<file path="src/rtl/core/bpa_pkg.sv">
// Package with the shared widths and codes of the bitmap page allocator.
`timescale 1ns / 1ps

package bpa_pkg;

  localparam int unsigned ADDR_W = 22;
  localparam int unsigned LEN_W  = 23;
  localparam int unsigned NUM_W  = 32;

  // Width of one word of the used-bit map and of a bit index within it.
  localparam int unsigned WORD_BITS  = 32;
  localparam int unsigned WORD_IDX_W = 5;

  localparam logic KIND_ALLOC = 1'b0;
  localparam logic KIND_FREE  = 1'b1;

endpackage

</file>
<file path="src/rtl/core/bpa_req_if.sv">
// Request channel of the bitmap page allocator.
`timescale 1ns / 1ps

interface bpa_req_if;
  logic                       valid;
  logic                       ready;
  logic                       kind;
  logic [bpa_pkg::ADDR_W-1:0] byte_address;
  logic [bpa_pkg::LEN_W-1:0]  byte_length;

  modport source (output valid, kind, byte_address, byte_length, input ready);
  modport sink (input valid, kind, byte_address, byte_length, output ready);
endinterface

</file>
<file path="src/rtl/core/bpa_rsp_if.sv">
// Response channel of the bitmap page allocator.
`timescale 1ns / 1ps

interface bpa_rsp_if;
  logic                       valid;
  logic                       ready;
  logic [bpa_pkg::ADDR_W-1:0] page_byte_address;
  logic [bpa_pkg::LEN_W-1:0]  granted_length;
  logic [bpa_pkg::NUM_W-1:0]  allocation_number;
  logic                       no_free_page;

  modport source (output valid, page_byte_address, granted_length, allocation_number,
                  no_free_page, input ready);
  modport sink (input valid, page_byte_address, granted_length, allocation_number,
                no_free_page, output ready);
endinterface

</file>
<file path="src/rtl/core/bitmap_page_allocator.sv">
// First-fit page allocator over a used-bit map kept in a word-wide synchronous memory.
// An allocate scans 1 to ceil(PAGE_COUNT/32) map words; a free clears 0 to
// ceil(PAGE_COUNT/32) words. PAGE_BYTES is a power of two, so page numbers come from
// shifts. One transaction is in work at a time. After reset a clearing pass writes
// ceil(PAGE_COUNT/32) words before the first transaction is taken; the allocation
// counter resets to zero.
`timescale 1ns / 1ps

module bitmap_page_allocator #(
  parameter int unsigned PAGE_COUNT = 1024,
  parameter int unsigned PAGE_BYTES = 4096
) (
  input  logic       clk_i,
  input  logic       rst_ni,
  bpa_req_if.sink    req_i,
  bpa_rsp_if.source  rsp_o
);

  localparam int unsigned NumWords = (PAGE_COUNT + bpa_pkg::WORD_BITS - 1) / bpa_pkg::WORD_BITS;
  localparam int unsigned WordAw   = (NumWords > 1) ? $clog2(NumWords) : 1;
  localparam int unsigned PW       = WordAw + bpa_pkg::WORD_IDX_W;
  localparam int unsigned BW       = PW + 1;
  localparam int unsigned PageSh   = $clog2(PAGE_BYTES);
  localparam int unsigned QW       = bpa_pkg::LEN_W + 1;
  localparam int unsigned PbW      = $clog2(PAGE_BYTES + 1);
  localparam int unsigned ProdW    = PW + PbW;
  localparam logic [WordAw-1:0] LastWord = WordAw'(NumWords - 1);

  localparam logic [3:0] S_INIT   = 4'd0;
  localparam logic [3:0] S_IDLE   = 4'd1;
  localparam logic [3:0] S_ASCAN  = 4'd2;
  localparam logic [3:0] S_AFIN   = 4'd3;
  localparam logic [3:0] S_FBND   = 4'd5;
  localparam logic [3:0] S_FSTART = 4'd6;
  localparam logic [3:0] S_FCLR   = 4'd7;
  localparam logic [3:0] S_FFIN   = 4'd8;

  logic [bpa_pkg::WORD_BITS-1:0] map_mem [NumWords];
  logic [bpa_pkg::WORD_BITS-1:0] rd_data_q;

  logic [3:0]                   state_q, state_d;
  logic [WordAw-1:0]            word_q, word_d;
  logic [WordAw-1:0]            last_w_q, last_w_d;
  logic [bpa_pkg::NUM_W-1:0]    alloc_cnt_q, alloc_cnt_d;
  logic                         out_valid_q, out_valid_d;

  logic [bpa_pkg::LEN_W-1:0]    len_q, len_d;
  logic [PW-1:0]                page_q, page_d;
  logic                         found_q, found_d;
  logic [bpa_pkg::WORD_BITS-1:0] wr_word_q, wr_word_d;
  logic [QW-1:0]                qa_q, qa_d, ql_q, ql_d;
  logic [BW-1:0]                pg_lo_q, pg_lo_d, pg_hi_q, pg_hi_d;

  logic [bpa_pkg::ADDR_W-1:0]   out_addr_q, out_addr_d;
  logic [bpa_pkg::LEN_W-1:0]    out_len_q, out_len_d;
  logic [bpa_pkg::NUM_W-1:0]    out_num_q, out_num_d;
  logic                         out_fail_q, out_fail_d;

  logic                          rd_en;
  logic [WordAw-1:0]             rd_addr;
  logic                          wr_en;
  logic [WordAw-1:0]             wr_addr;
  logic [bpa_pkg::WORD_BITS-1:0] wr_data;

  logic                          out_load;
  logic [bpa_pkg::WORD_BITS-1:0] free_bits;
  logic [bpa_pkg::WORD_BITS-1:0] clr_bits;
  logic [bpa_pkg::WORD_IDX_W-1:0] free_idx;
  logic [QW:0]                   end_full;
  logic [BW-1:0]                 hi_m1;
  logic [ProdW-1:0]              prod;

  always_ff @(posedge clk_i) begin
    if (wr_en) begin
      map_mem[wr_addr] <= wr_data;
    end
    if (rd_en) begin
      rd_data_q <= map_mem[rd_addr];
    end
  end

  always_comb begin
    logic [BW-1:0] p;
    free_bits = '0;
    clr_bits  = '0;
    free_idx  = '0;
    for (int b = 0; b < bpa_pkg::WORD_BITS; b++) begin
      p = BW'({word_q, bpa_pkg::WORD_IDX_W'(b)});
      free_bits[b] = !rd_data_q[b] && (p < BW'(PAGE_COUNT));
      clr_bits[b]  = (p >= pg_lo_q) && (p < pg_hi_q);
    end
    for (int b = bpa_pkg::WORD_BITS - 1; b >= 0; b--) begin
      if (free_bits[b]) begin
        free_idx = bpa_pkg::WORD_IDX_W'(b);
      end
    end
  end

  assign end_full = {1'b0, qa_q} + {1'b0, ql_q};
  assign hi_m1    = pg_hi_q - BW'(1);
  assign prod     = ProdW'(page_q) * ProdW'(PAGE_BYTES);
  assign out_load = !out_valid_q || rsp_o.ready;

  assign req_i.ready = (state_q == S_IDLE);

  always_comb begin
    state_d     = state_q;
    word_d      = word_q;
    last_w_d    = last_w_q;
    alloc_cnt_d = alloc_cnt_q;
    len_d       = len_q;
    page_d      = page_q;
    found_d     = found_q;
    wr_word_d   = wr_word_q;
    qa_d        = qa_q;
    ql_d        = ql_q;
    pg_lo_d     = pg_lo_q;
    pg_hi_d     = pg_hi_q;
    out_addr_d  = out_addr_q;
    out_len_d   = out_len_q;
    out_num_d   = out_num_q;
    out_fail_d  = out_fail_q;
    out_valid_d = out_valid_q && !rsp_o.ready;
    rd_en       = 1'b0;
    rd_addr     = word_q;
    wr_en       = 1'b0;
    wr_addr     = word_q;
    wr_data     = '0;

    unique case (state_q)
      S_INIT: begin
        wr_en = 1'b1;
        if (word_q == LastWord) begin
          state_d = S_IDLE;
        end else begin
          word_d = word_q + WordAw'(1);
        end
      end
      S_IDLE: begin
        if (req_i.valid) begin
          if (req_i.kind == bpa_pkg::KIND_ALLOC) begin
            rd_en   = 1'b1;
            rd_addr = '0;
            word_d  = '0;
            len_d   = req_i.byte_length;
            state_d = S_ASCAN;
          end else begin
            qa_d    = QW'(req_i.byte_address >> PageSh);
            ql_d    = QW'(({1'b0, req_i.byte_length} + QW'(PAGE_BYTES - 1)) >> PageSh);
            state_d = S_FBND;
          end
        end
      end
      S_ASCAN: begin
        if (free_bits != '0) begin
          found_d   = 1'b1;
          page_d    = {word_q, free_idx};
          wr_word_d = rd_data_q | (bpa_pkg::WORD_BITS'(1) << free_idx);
          state_d   = S_AFIN;
        end else if (word_q == LastWord) begin
          found_d = 1'b0;
          state_d = S_AFIN;
        end else begin
          rd_en   = 1'b1;
          rd_addr = word_q + WordAw'(1);
          word_d  = word_q + WordAw'(1);
        end
      end
      S_AFIN: begin
        if (out_load) begin
          wr_en       = found_q;
          wr_addr     = page_q[PW-1:bpa_pkg::WORD_IDX_W];
          wr_data     = wr_word_q;
          alloc_cnt_d = alloc_cnt_q + bpa_pkg::NUM_W'(1);
          out_valid_d = 1'b1;
          out_addr_d  = found_q ? bpa_pkg::ADDR_W'(prod) : '0;
          out_len_d   = len_q;
          out_num_d   = alloc_cnt_q + bpa_pkg::NUM_W'(1);
          out_fail_d  = !found_q;
          state_d     = S_IDLE;
        end
      end
      S_FBND: begin
        pg_lo_d = (qa_q >= QW'(PAGE_COUNT)) ? BW'(PAGE_COUNT) : qa_q[BW-1:0];
        pg_hi_d = (end_full > (QW + 1)'(PAGE_COUNT)) ? BW'(PAGE_COUNT)
                                                     : end_full[BW-1:0];
        state_d = S_FSTART;
      end
      S_FSTART: begin
        if (pg_lo_q >= pg_hi_q) begin
          state_d = S_FFIN;
        end else begin
          rd_en    = 1'b1;
          rd_addr  = pg_lo_q[PW-1:bpa_pkg::WORD_IDX_W];
          word_d   = pg_lo_q[PW-1:bpa_pkg::WORD_IDX_W];
          last_w_d = hi_m1[PW-1:bpa_pkg::WORD_IDX_W];
          state_d  = S_FCLR;
        end
      end
      S_FCLR: begin
        wr_en   = 1'b1;
        wr_data = rd_data_q & ~clr_bits;
        if (word_q == last_w_q) begin
          state_d = S_FFIN;
        end else begin
          rd_en   = 1'b1;
          rd_addr = word_q + WordAw'(1);
          word_d  = word_q + WordAw'(1);
        end
      end
      S_FFIN: begin
        if (out_load) begin
          out_valid_d = 1'b1;
          out_addr_d  = '0;
          out_len_d   = '0;
          out_num_d   = '0;
          out_fail_d  = 1'b0;
          state_d     = S_IDLE;
        end
      end
      default: begin
        state_d = S_IDLE;
      end
    endcase
  end

  always_ff @(posedge clk_i or negedge rst_ni) begin
    if (!rst_ni) begin
      state_q     <= S_INIT;
      word_q      <= '0;
      last_w_q    <= '0;
      alloc_cnt_q <= '0;
      out_valid_q <= 1'b0;
    end else begin
      state_q     <= state_d;
      word_q      <= word_d;
      last_w_q    <= last_w_d;
      alloc_cnt_q <= alloc_cnt_d;
      out_valid_q <= out_valid_d;
    end
  end

  always_ff @(posedge clk_i) begin
    len_q      <= len_d;
    page_q     <= page_d;
    found_q    <= found_d;
    wr_word_q  <= wr_word_d;
    qa_q       <= qa_d;
    ql_q       <= ql_d;
    pg_lo_q    <= pg_lo_d;
    pg_hi_q    <= pg_hi_d;
    out_addr_q <= out_addr_d;
    out_len_q  <= out_len_d;
    out_num_q  <= out_num_d;
    out_fail_q <= out_fail_d;
  end

  assign rsp_o.valid             = out_valid_q;
  assign rsp_o.page_byte_address = out_addr_q;
  assign rsp_o.granted_length    = out_len_q;
  assign rsp_o.allocation_number = out_num_q;
  assign rsp_o.no_free_page      = out_fail_q;

endmodule
</file>
<file path="src/flat_wrapper.sv">
// flat-port wrapper written by rule: the top's interface ports become plain ports
module bitmap_page_allocator_flat 
#(
  parameter int unsigned PAGE_COUNT = 1024,
  parameter int unsigned PAGE_BYTES = 4096
)
  (clk_i, rst_ni, req_i_valid, req_i_kind, req_i_byte_address, req_i_byte_length, req_i_ready, rsp_o_valid, rsp_o_page_byte_address, rsp_o_granted_length, rsp_o_allocation_number, rsp_o_no_free_page, rsp_o_ready);
  bpa_req_if req_i_i ();
  bpa_rsp_if rsp_o_i ();
  input  logic clk_i;
  input  logic rst_ni;
  input wire logic [$bits(req_i_i.valid)-1:0] req_i_valid;
  input wire logic [$bits(req_i_i.kind)-1:0] req_i_kind;
  input wire logic [$bits(req_i_i.byte_address)-1:0] req_i_byte_address;
  input wire logic [$bits(req_i_i.byte_length)-1:0] req_i_byte_length;
  output wire logic [$bits(req_i_i.ready)-1:0] req_i_ready;
  output wire logic [$bits(rsp_o_i.valid)-1:0] rsp_o_valid;
  output wire logic [$bits(rsp_o_i.page_byte_address)-1:0] rsp_o_page_byte_address;
  output wire logic [$bits(rsp_o_i.granted_length)-1:0] rsp_o_granted_length;
  output wire logic [$bits(rsp_o_i.allocation_number)-1:0] rsp_o_allocation_number;
  output wire logic [$bits(rsp_o_i.no_free_page)-1:0] rsp_o_no_free_page;
  input wire logic [$bits(rsp_o_i.ready)-1:0] rsp_o_ready;
  assign req_i_i.valid = req_i_valid;
  assign req_i_i.kind = req_i_kind;
  assign req_i_i.byte_address = req_i_byte_address;
  assign req_i_i.byte_length = req_i_byte_length;
  assign req_i_ready = req_i_i.ready;
  assign rsp_o_valid = rsp_o_i.valid;
  assign rsp_o_page_byte_address = rsp_o_i.page_byte_address;
  assign rsp_o_granted_length = rsp_o_i.granted_length;
  assign rsp_o_allocation_number = rsp_o_i.allocation_number;
  assign rsp_o_no_free_page = rsp_o_i.no_free_page;
  assign rsp_o_i.ready = rsp_o_ready;
  bitmap_page_allocator #(.PAGE_COUNT(PAGE_COUNT), .PAGE_BYTES(PAGE_BYTES)) u_core (.clk_i(clk_i), .rst_ni(rst_ni), .req_i(req_i_i), .rsp_o(rsp_o_i));
endmodule
</file>
<file path="config.mk">
export PLATFORM = sky130hd
export DESIGN_NAME = bitmap_page_allocator_flat
export DESIGN_NICKNAME = d
export VERILOG_FILES = /design/src/rtl/core/bpa_pkg.sv /design/src/rtl/core/bpa_req_if.sv /design/src/rtl/core/bpa_rsp_if.sv /design/src/rtl/core/bitmap_page_allocator.sv /design/src/flat_wrapper.sv
export SDC_FILE = /design/constraint.sdc
export NUM_CORES = 2
export LEC_CHECK = 0
export BUFFER_PORTS_ARGS = -buffer_cell sky130_fd_sc_hd__buf_2
export CORE_ASPECT_RATIO = 1.5
export CORE_MARGIN = 5
export CORE_UTILIZATION = 51
export CTS_CLUSTER_SIZE = 16
export DETAILED_ROUTE_END_ITERATION = 12
export GPL_TIMING_DRIVEN = 0
export PLACE_DENSITY = 0.71
export SLEW_MARGIN = 20
export SYNTH_ARGS = -nofsm -noshare
export SYNTH_HDL_FRONTEND = slang
export SYNTH_SLANG_ARGS = --single-unit
</file>
<file path="constraint.sdc">
create_clock -name clk_i -period 5 [get_ports clk_i]
set_input_delay 0.25 -clock clk_i [delete_from_list [all_inputs] [get_ports clk_i]]
set_output_delay 0.25 -clock clk_i [all_outputs]
set_load 0.02 [all_outputs]
</file>
== After elaboration in Yosys (flattened, before gate mapping) ==
Memory sizes are Yosys's and may differ from the RTL's. A register that Yosys moved wholly into a read port is not among the register bits.
Index checks and enable logic that the tools add are counted.

* Add/sub/neg operators: 5
* Bitwise operators: 5
* Muxes and demuxes: 80
* Reduce and logical (&&, ||, !) cells: 84
* Eq/ne operators: 16
* Magnitude comparators: 67
* Shift-type cells: 1

{| class="wikitable"
|+ Operators with widths
! kind !! number
|-
| >= comparator 10 x 11 -> 1 bit || 32
|-
| < comparator 10 x 11 -> 1 bit || 32
|-
| 2-to-1 mux 5 bit || 40
|-
| one-hot mux 32 bit (2 select lines) || 2
|-
| 2-to-1 mux 32 bit || 3
|-
| 2-to-1 mux 22 bit || 3
|-
| 2-to-1 mux 23 bit || 2
|-
| one-hot mux 23 bit (2 select lines) || 1
|-
| one-hot mux 22 bit (2 select lines) || 1
|-
| zero test 1 bit || 35
|-
| logical AND 1 bit || 33
|-
| adder 32 x 1 -> 32 bit (second input constant) || 1
|-
| bitwise AND 32 bit || 1
|-
| inverter 32 bit || 1
|-
| bitwise OR 32 bit || 1
|-
| nonzero test 32 bit || 1
|-
| << shifter 1 x 5 -> 32 bit (first input constant) || 1
|-
| 2-to-1 mux 4 bit || 7
|-
| one-hot mux 4 bit (7 select lines) || 1
|-
| greater-than comparator 25 x 11 -> 1 bit (second input constant) || 1
|-
| one-hot mux 5 bit (5 select lines) || 1
|-
| adder 23 x 12 -> 24 bit (second input constant) || 1
|-
| one-hot mux 5 bit (4 select lines) || 1
|-
| 2-to-1 mux 1 bit || 14
|-
| 26 further kinds || 42
|}

* RAM bits: 1,024
* Logic and storage cells: 276
* Memories kept: 1
* Register bits: 235

{| class="wikitable"
|+ Memory list
! memory !! depth !! width !! rd ports !! clocked after Yosys merged registers in !! wr ports !! RTL line !! text
|-
| u_core.map_mem || 32 || 32 || 1 || 1 || 1 || bitmap_page_allocator.sv:38 || <nowiki>logic [bpa_pkg::WORD_BITS-1:0] map_mem [NumWords];</nowiki>
|}

== Depth between registers and ports, before layout ==
* Depth in word-level cells: 34
* Gate-level depth with buffers: 18
* Depth with buffers taken out: 14

== Worst setup path after synthesis ==
OpenSTA, ideal clock, no wires.

* Path type: reg2reg
* Start: reg u_core.state_q[1]
* End: reg u_core.out_num_q (netlist bit u_core.rsp_o.allocation_number[0]), enable pin
* Setup slack: 0.452 ns
* Required time: 4.509 ns
* Stages on the path, launching flop included: 6
* Data arrival time: 4.057 ns
* Buffers on the path: 1
* Cell sequence: dfrtp_1 clkbuf_1 nor2_1 nand2_1 a21o_1 nor2_1

* Longest elaborated chain between the ends: 3
* Elaborated cells between the ends (all ways): 6
* Those cells by class: 4 x eq/ne; 2 x reduce/logical

{| class="wikitable"
|+ Ends and longest elaborated chain
! what !! RTL line !! text
|-
| from (decl) || bitmap_page_allocator.sv:41 || <nowiki>logic [3:0] state_q, state_d;</nowiki>
|-
| from (signal assigned) || bitmap_page_allocator.sv:235 || <nowiki>state_q <= state_d;</nowiki>
|-
| equality test 4 bit / equality test 4 x 2 -> 1 bit (equally long branches) || bitmap_page_allocator.sv:130 || <nowiki>unique case (state_q)</nowiki>
|-
| inequality test 2 x 1 -> 1 bit (no line) / nonzero test 2 bit (equally long branches) || -- ||
|-
| AND reduction 3 bit (no line) * || -- ||
|-
| to (signal assigned) || bitmap_page_allocator.sv:254 || <nowiki>out_num_q <= out_num_d;</nowiki>
|-
| to (decl) || bitmap_page_allocator.sv:56 || <nowiki>logic [bpa_pkg::NUM_W-1:0] out_num_q, out_num_d;</nowiki>
|}

Mark *: on every way between the ends. The rest lies on a longest branch, timed or not.
A chain may end at the register's enable or synchronous reset.

== Final worst setup path ==
* Start: reg u_core.pg_hi_q[2]
* End: reg u_core.rd_data_q[22] (netlist name), read port of u_core.map_mem (data pin)

* Longest elaborated chain between the ends: 3
* Elaborated cells between the ends (all ways): 5
* Those cells by class: 1 x order compare; 4 x mux

{| class="wikitable"
|+ Ends and longest elaborated chain
! what !! RTL line !! text
|-
| from (decl) || bitmap_page_allocator.sv:52 || <nowiki>logic [BW-1:0] pg_lo_q, pg_lo_d, pg_hi_q, pg_hi_d;</nowiki>
|-
| from (signal assigned) || bitmap_page_allocator.sv:251 || <nowiki>pg_hi_q <= pg_hi_d;</nowiki>
|-
| >= comparator 11 bit * || bitmap_page_allocator.sv:190 || <nowiki>if (pg_lo_q >= pg_hi_q) begin</nowiki>
|-
| 2-to-1 mux 5 bit / 2-to-1 mux 1 bit (equally long branches) || bitmap_page_allocator.sv:190 ||
|-
| one-hot mux 5 bit (4 select lines) / one-hot mux 1 bit (4 select lines) (equally long branches) || bitmap_page_allocator.sv:130 ||
|-
| to (decl) || bitmap_page_allocator.sv:39 || <nowiki>logic [bpa_pkg::WORD_BITS-1:0] rd_data_q;</nowiki>
|}

Marks and branches as above.

==> flow_summary_export.csv <==
group,metric,value,unit
run_status,outcome,"finished clean",
die,num_rows,146,
synthesis,synth-edff-count,1231,
power,combPwrFrac,0.384,
detailed_routing,drt-vias-per-instance,6.20,
power,p_leak,21.5,nW
synthesis,yosysWarnings,0,
flow_run,drv_cap,0,
cts,h-tree-depth,3,
place,dp_hpwl,120,mm
setup_path,critPathKind,"reg -> reg",
cells_and_area,final_core_util,0.593,
synthesis,synth_fa_ha_area_frac,0.00874,
power,power_switching,14.6,mW
global_routing,grt_use_total,0.292,
min_path,holdCritPathClass,"in -> async",
synthesis,synth_most_common_cell,"edfxtp_1",
detailed_routing,drt_pass1_iterations,6,
cts,clockBufferDepth,3,
cells_and_area,areaGrowthSynthToFinish,15.9,%
cts,cts_buffers,110,
place,place.gp.congestion,1.04,
synthesis,yosys-top-cells-area,"edfxtp_1 69%, nand2_1 5.1%, dfrtp_1 2.2%",
setup_path,arrival,5310,ps
global_routing,overflow,0,
timing,worstMarginPinSlew,1230,ps
synthesis,yosys.area_share.simple,0.0994,
synthesis,ys_seq_area_frac,0.709,
synthesis,synthArstFlopShare,0.0368,
synthesis,synth_common_cells,"1231 x edfxtp_1, 735 x nand2_1, 171 x a31oi_1",
die,initial_utilization,0.511,
setup_path,cp.required,5430,ps
power,swShare,0.394,
place,pre_cts_ws,-812,ps
global_routing,grt_pass1_vias,35810,
detailed_routing,ant_nets,0,
cells_and_area,drive_gt1_frac,0.163,
timing,setup_slack,124,ps
timing,hold_violations,0,
place,io_buffers,105,
synthesis,syn_area,53800,µm²
cells_and_area,fin_nets,4391,
synthesis,netlist.area_leader.share,0.687,
die,die_w,275,µm
synthesis,synth.distinct_cells,91,
global_routing,antenna_found_initial,4,
place,post-place-cells,5560,
synthesis,synth_top_family_by_area,"compound AO/OA/AOI/OAI gates",
cells_and_area,ff_latch_area,38100,µm²
synthesis,yosys.area.top_type,"edfxtp_1",
setup_path,cp-start-kind,"flop",
die,die_h,408,µm
die,core,105000,µm²
cells_and_area,fin_cells,5814,
detailed_routing,dr.first_iter.drc_count,3792,
timing,rsz0062_at_grt,"no",
synthesis,syn_avg_cell_area,13.5,µm²
cts,cts_tree,"yes",
detailed_routing,routed_wirelength,167,mm
cells_and_area,multi_input_area,14800,µm²
timing,fin_crit,4880,ps
detailed_routing,route.detailed.drc,0,
power,intPower,22.5,mW
synthesis,synth-compound-area-share,0.138,
global_routing,grt_max_degree,34,
setup_path,cp_max_fo,10,
detailed_routing,wl_per_cell,28.7,µm
cells_and_area,finalInstanceArea,62400,µm²
global_routing,grt_first_pass_wirelength,239,mm
cells_and_area,fill_cells,8047,
power,p_per_area,595,nW/µm²
place,detailed_place.area,58000,µm²
synthesis,ys.flop_type,"edfxtp_1",
synthesis,ys_seq_elements,1278,
synthesis,synthMuxAreaShare,0.000372,
cts,cts.sinks,1278,
timing,max-slew-margin-rel,0.182,
timing,slew_viol_final,0,
synthesis,synthXorXnorAreaFrac,0.0138,
power,pwr-share-clk,0.233,
power,power_frac_seq,0.383,
cts,cts-root-buf,"clkbuf_16",
synthesis,syn_inst,3976,
detailed_routing,vias,36018,
setup_path,end_kind,"flop",
die,ios,130,
timing,fmax,0.205,GHz
timing,fin_skew,27.4,ps
cts,clkSlewWorstSetupHoldPaths,70,ps
timing,setup_viol,0,
timing,period_share,0.975,
cts,clkLatencyLatePin,740,ps
die,dieArea,112000,µm²
power,peakVddDrop,0.333,mV
==> power groups by stage <==
stage                     Clock, mW  Sequential, mW  Combinational, mW
after global routing           9.14            14.3               14.9
after floorplan                   0            14.4               7.69
final                          8.64            14.2               14.2
after global placement            0            14.5               12.8
after detailed placement          0            14.4               13.7
after CTS                      8.67            14.2               13.9
==> final timing paths <==
| path | start | to | slack [ps] | cells past startpoint |
|---|---|---|---|---|
| min in group clk_i | req_i_valid | u_core.ql_q[0] | 90 | 3 |
| max in group asynchronous | rst_ni | u_core.word_q[0] | 4440 | 3 |
| min reg2reg | u_core.alloc_cnt_q[31] | u_core.alloc_cnt_q[31] | 490 | 1 |
| max reg2reg | u_core.pg_hi_q[2] | u_core.rd_data_q[22] | 120 | 13 |
| max | u_core.pg_hi_q[2] | u_core.rd_data_q[22] | 120 | 13 |
| min | rst_ni | u_core.alloc_cnt_q[22] | 30 | 2 |
==> state kept, by name (all words and copies together) (netlist names), 4 cells and up <==
register	flops
u_core.last_w_q	5
u_core.alloc_cnt_q	32
u_core.ql_q	12
u_core.map_mem	1024
u_core.pg_hi_q	11
u_core.qa_q	10
u_core.state_q	4
u_core.rsp_o.page_byte_address	10
u_core.rsp_o.granted_length	23
u_core.wr_word_q	32
u_core.rd_data_q	32
u_core.rsp_o.allocation_number	32
u_core.word_q	5
u_core.page_q	10
u_core.len_q	23
u_core.pg_lo_q	10
==> cell families (layout without fill, tap and decap cells) <==
logic type / after synthesis / in the layout
AO/OA/AOI/OAI: 1034 / 1034
flip-flops: 1278 / 1278
multiplexers: 2 / 2
XOR/XNOR: 85 / 85
buffers and inverters: 325 / 736
other: 2 / 23
AND/OR/NAND/NOR: 1213 / 1213
adder cells (fa/ha/maj): 37 / 37
==> placed cells by master, fill, tap and decap left out, drive strengths merged, types with 8 or more instances in the layout <==
| master | count |
|---|---|
| o211ai | 9 |
| xor2 | 36 |
| diode | 10 |
| nand3 | 135 |
| and2 | 32 |
| a21oi | 129 |
| clkinv | 44 |
| nor2 | 143 |
| or3 | 9 |
| a211oi | 160 |
| edfxtp | 1231 |
| o221ai | 8 |
| dfrtp | 47 |
| or2 | 13 |
| a21o | 33 |
| nand2 | 736 |
| a311oi | 97 |
| a221o | 14 |
| a22oi | 33 |
| dlygate4sd3 | 38 |
| and3 | 23 |
| buf | 297 |
| inv | 52 |
| nor3 | 24 |
| a31oi | 172 |
| nor4 | 8 |
| nand4 | 50 |
| xnor2 | 49 |
| nor2b | 8 |
| ha | 36 |
| bufinv | 10 |
| o21a | 161 |
| conb | 13 |
| a32o | 26 |
| clkbuf | 288 |
| o21ai | 143 |
| nand2b | 14 |
==> metrics by stage <==
stage | power, mW | hold slack, ps | setup TNS [ps]
4_1_cts | 36.8 | 12.4 | 0
3_5_place_dp | 28.1 | 222 | -15970
5_1_grt | 38.3 | 59.6 | 0
2_1_floorplan | 22.1 | -45.6 | 0
3_3_place_gp | 27.4 | 430 | -588100
6_report | 37.1 | 29.4 | 0
==> area by class of cell <==
type,instances,area share
Antenna cell,10,0.000401
Timing Repair Buffer,206,0.0378
Multi-Input combinational cell,2384,0.237
Clock inverter,63,0.0101
Tap cell,1406,0.0282
Buffer,278,0.0247
Sequential cell,1278,0.611
Clock buffer,143,0.0477
Inverter,46,0.00277
==> timing repair <==
item                       in CTS  in global routing
hold buffers                   36                  0
hold endpoints to repair       97                  0
pin swaps                       2                  2
setup buffers                   1                  2
resized for setup              69                 41
setup endpoints to repair      32                 32
==> metal layers <==
layer | wire [µm] | vias up | GRT usage
li1 | - | 15798 | -
met1 | 54100 | 17762 | 0.316
met2 | 83400 | 1930 | 0.495
met3 | 13400 | 526 | 0.0549
met4 | 15900 | 2 | 0.235
met5 | 18 | - | 0
==> critical path: stages (launching register included) <==
cell and delay, ps:
edfxtp_1 500, inv_1 230, ha_1 280, o21ai_0 140, a21oi_1 60, o32a_2 440, o21ai_2 340, a31oi_1 210
nand2_1 470, clkbuf_2 470, clkbuf_1 510, a31oi_1 280, a21oi_4 400, nand4_1 220
Note: power is estimated with default switching activity, not from simulation.
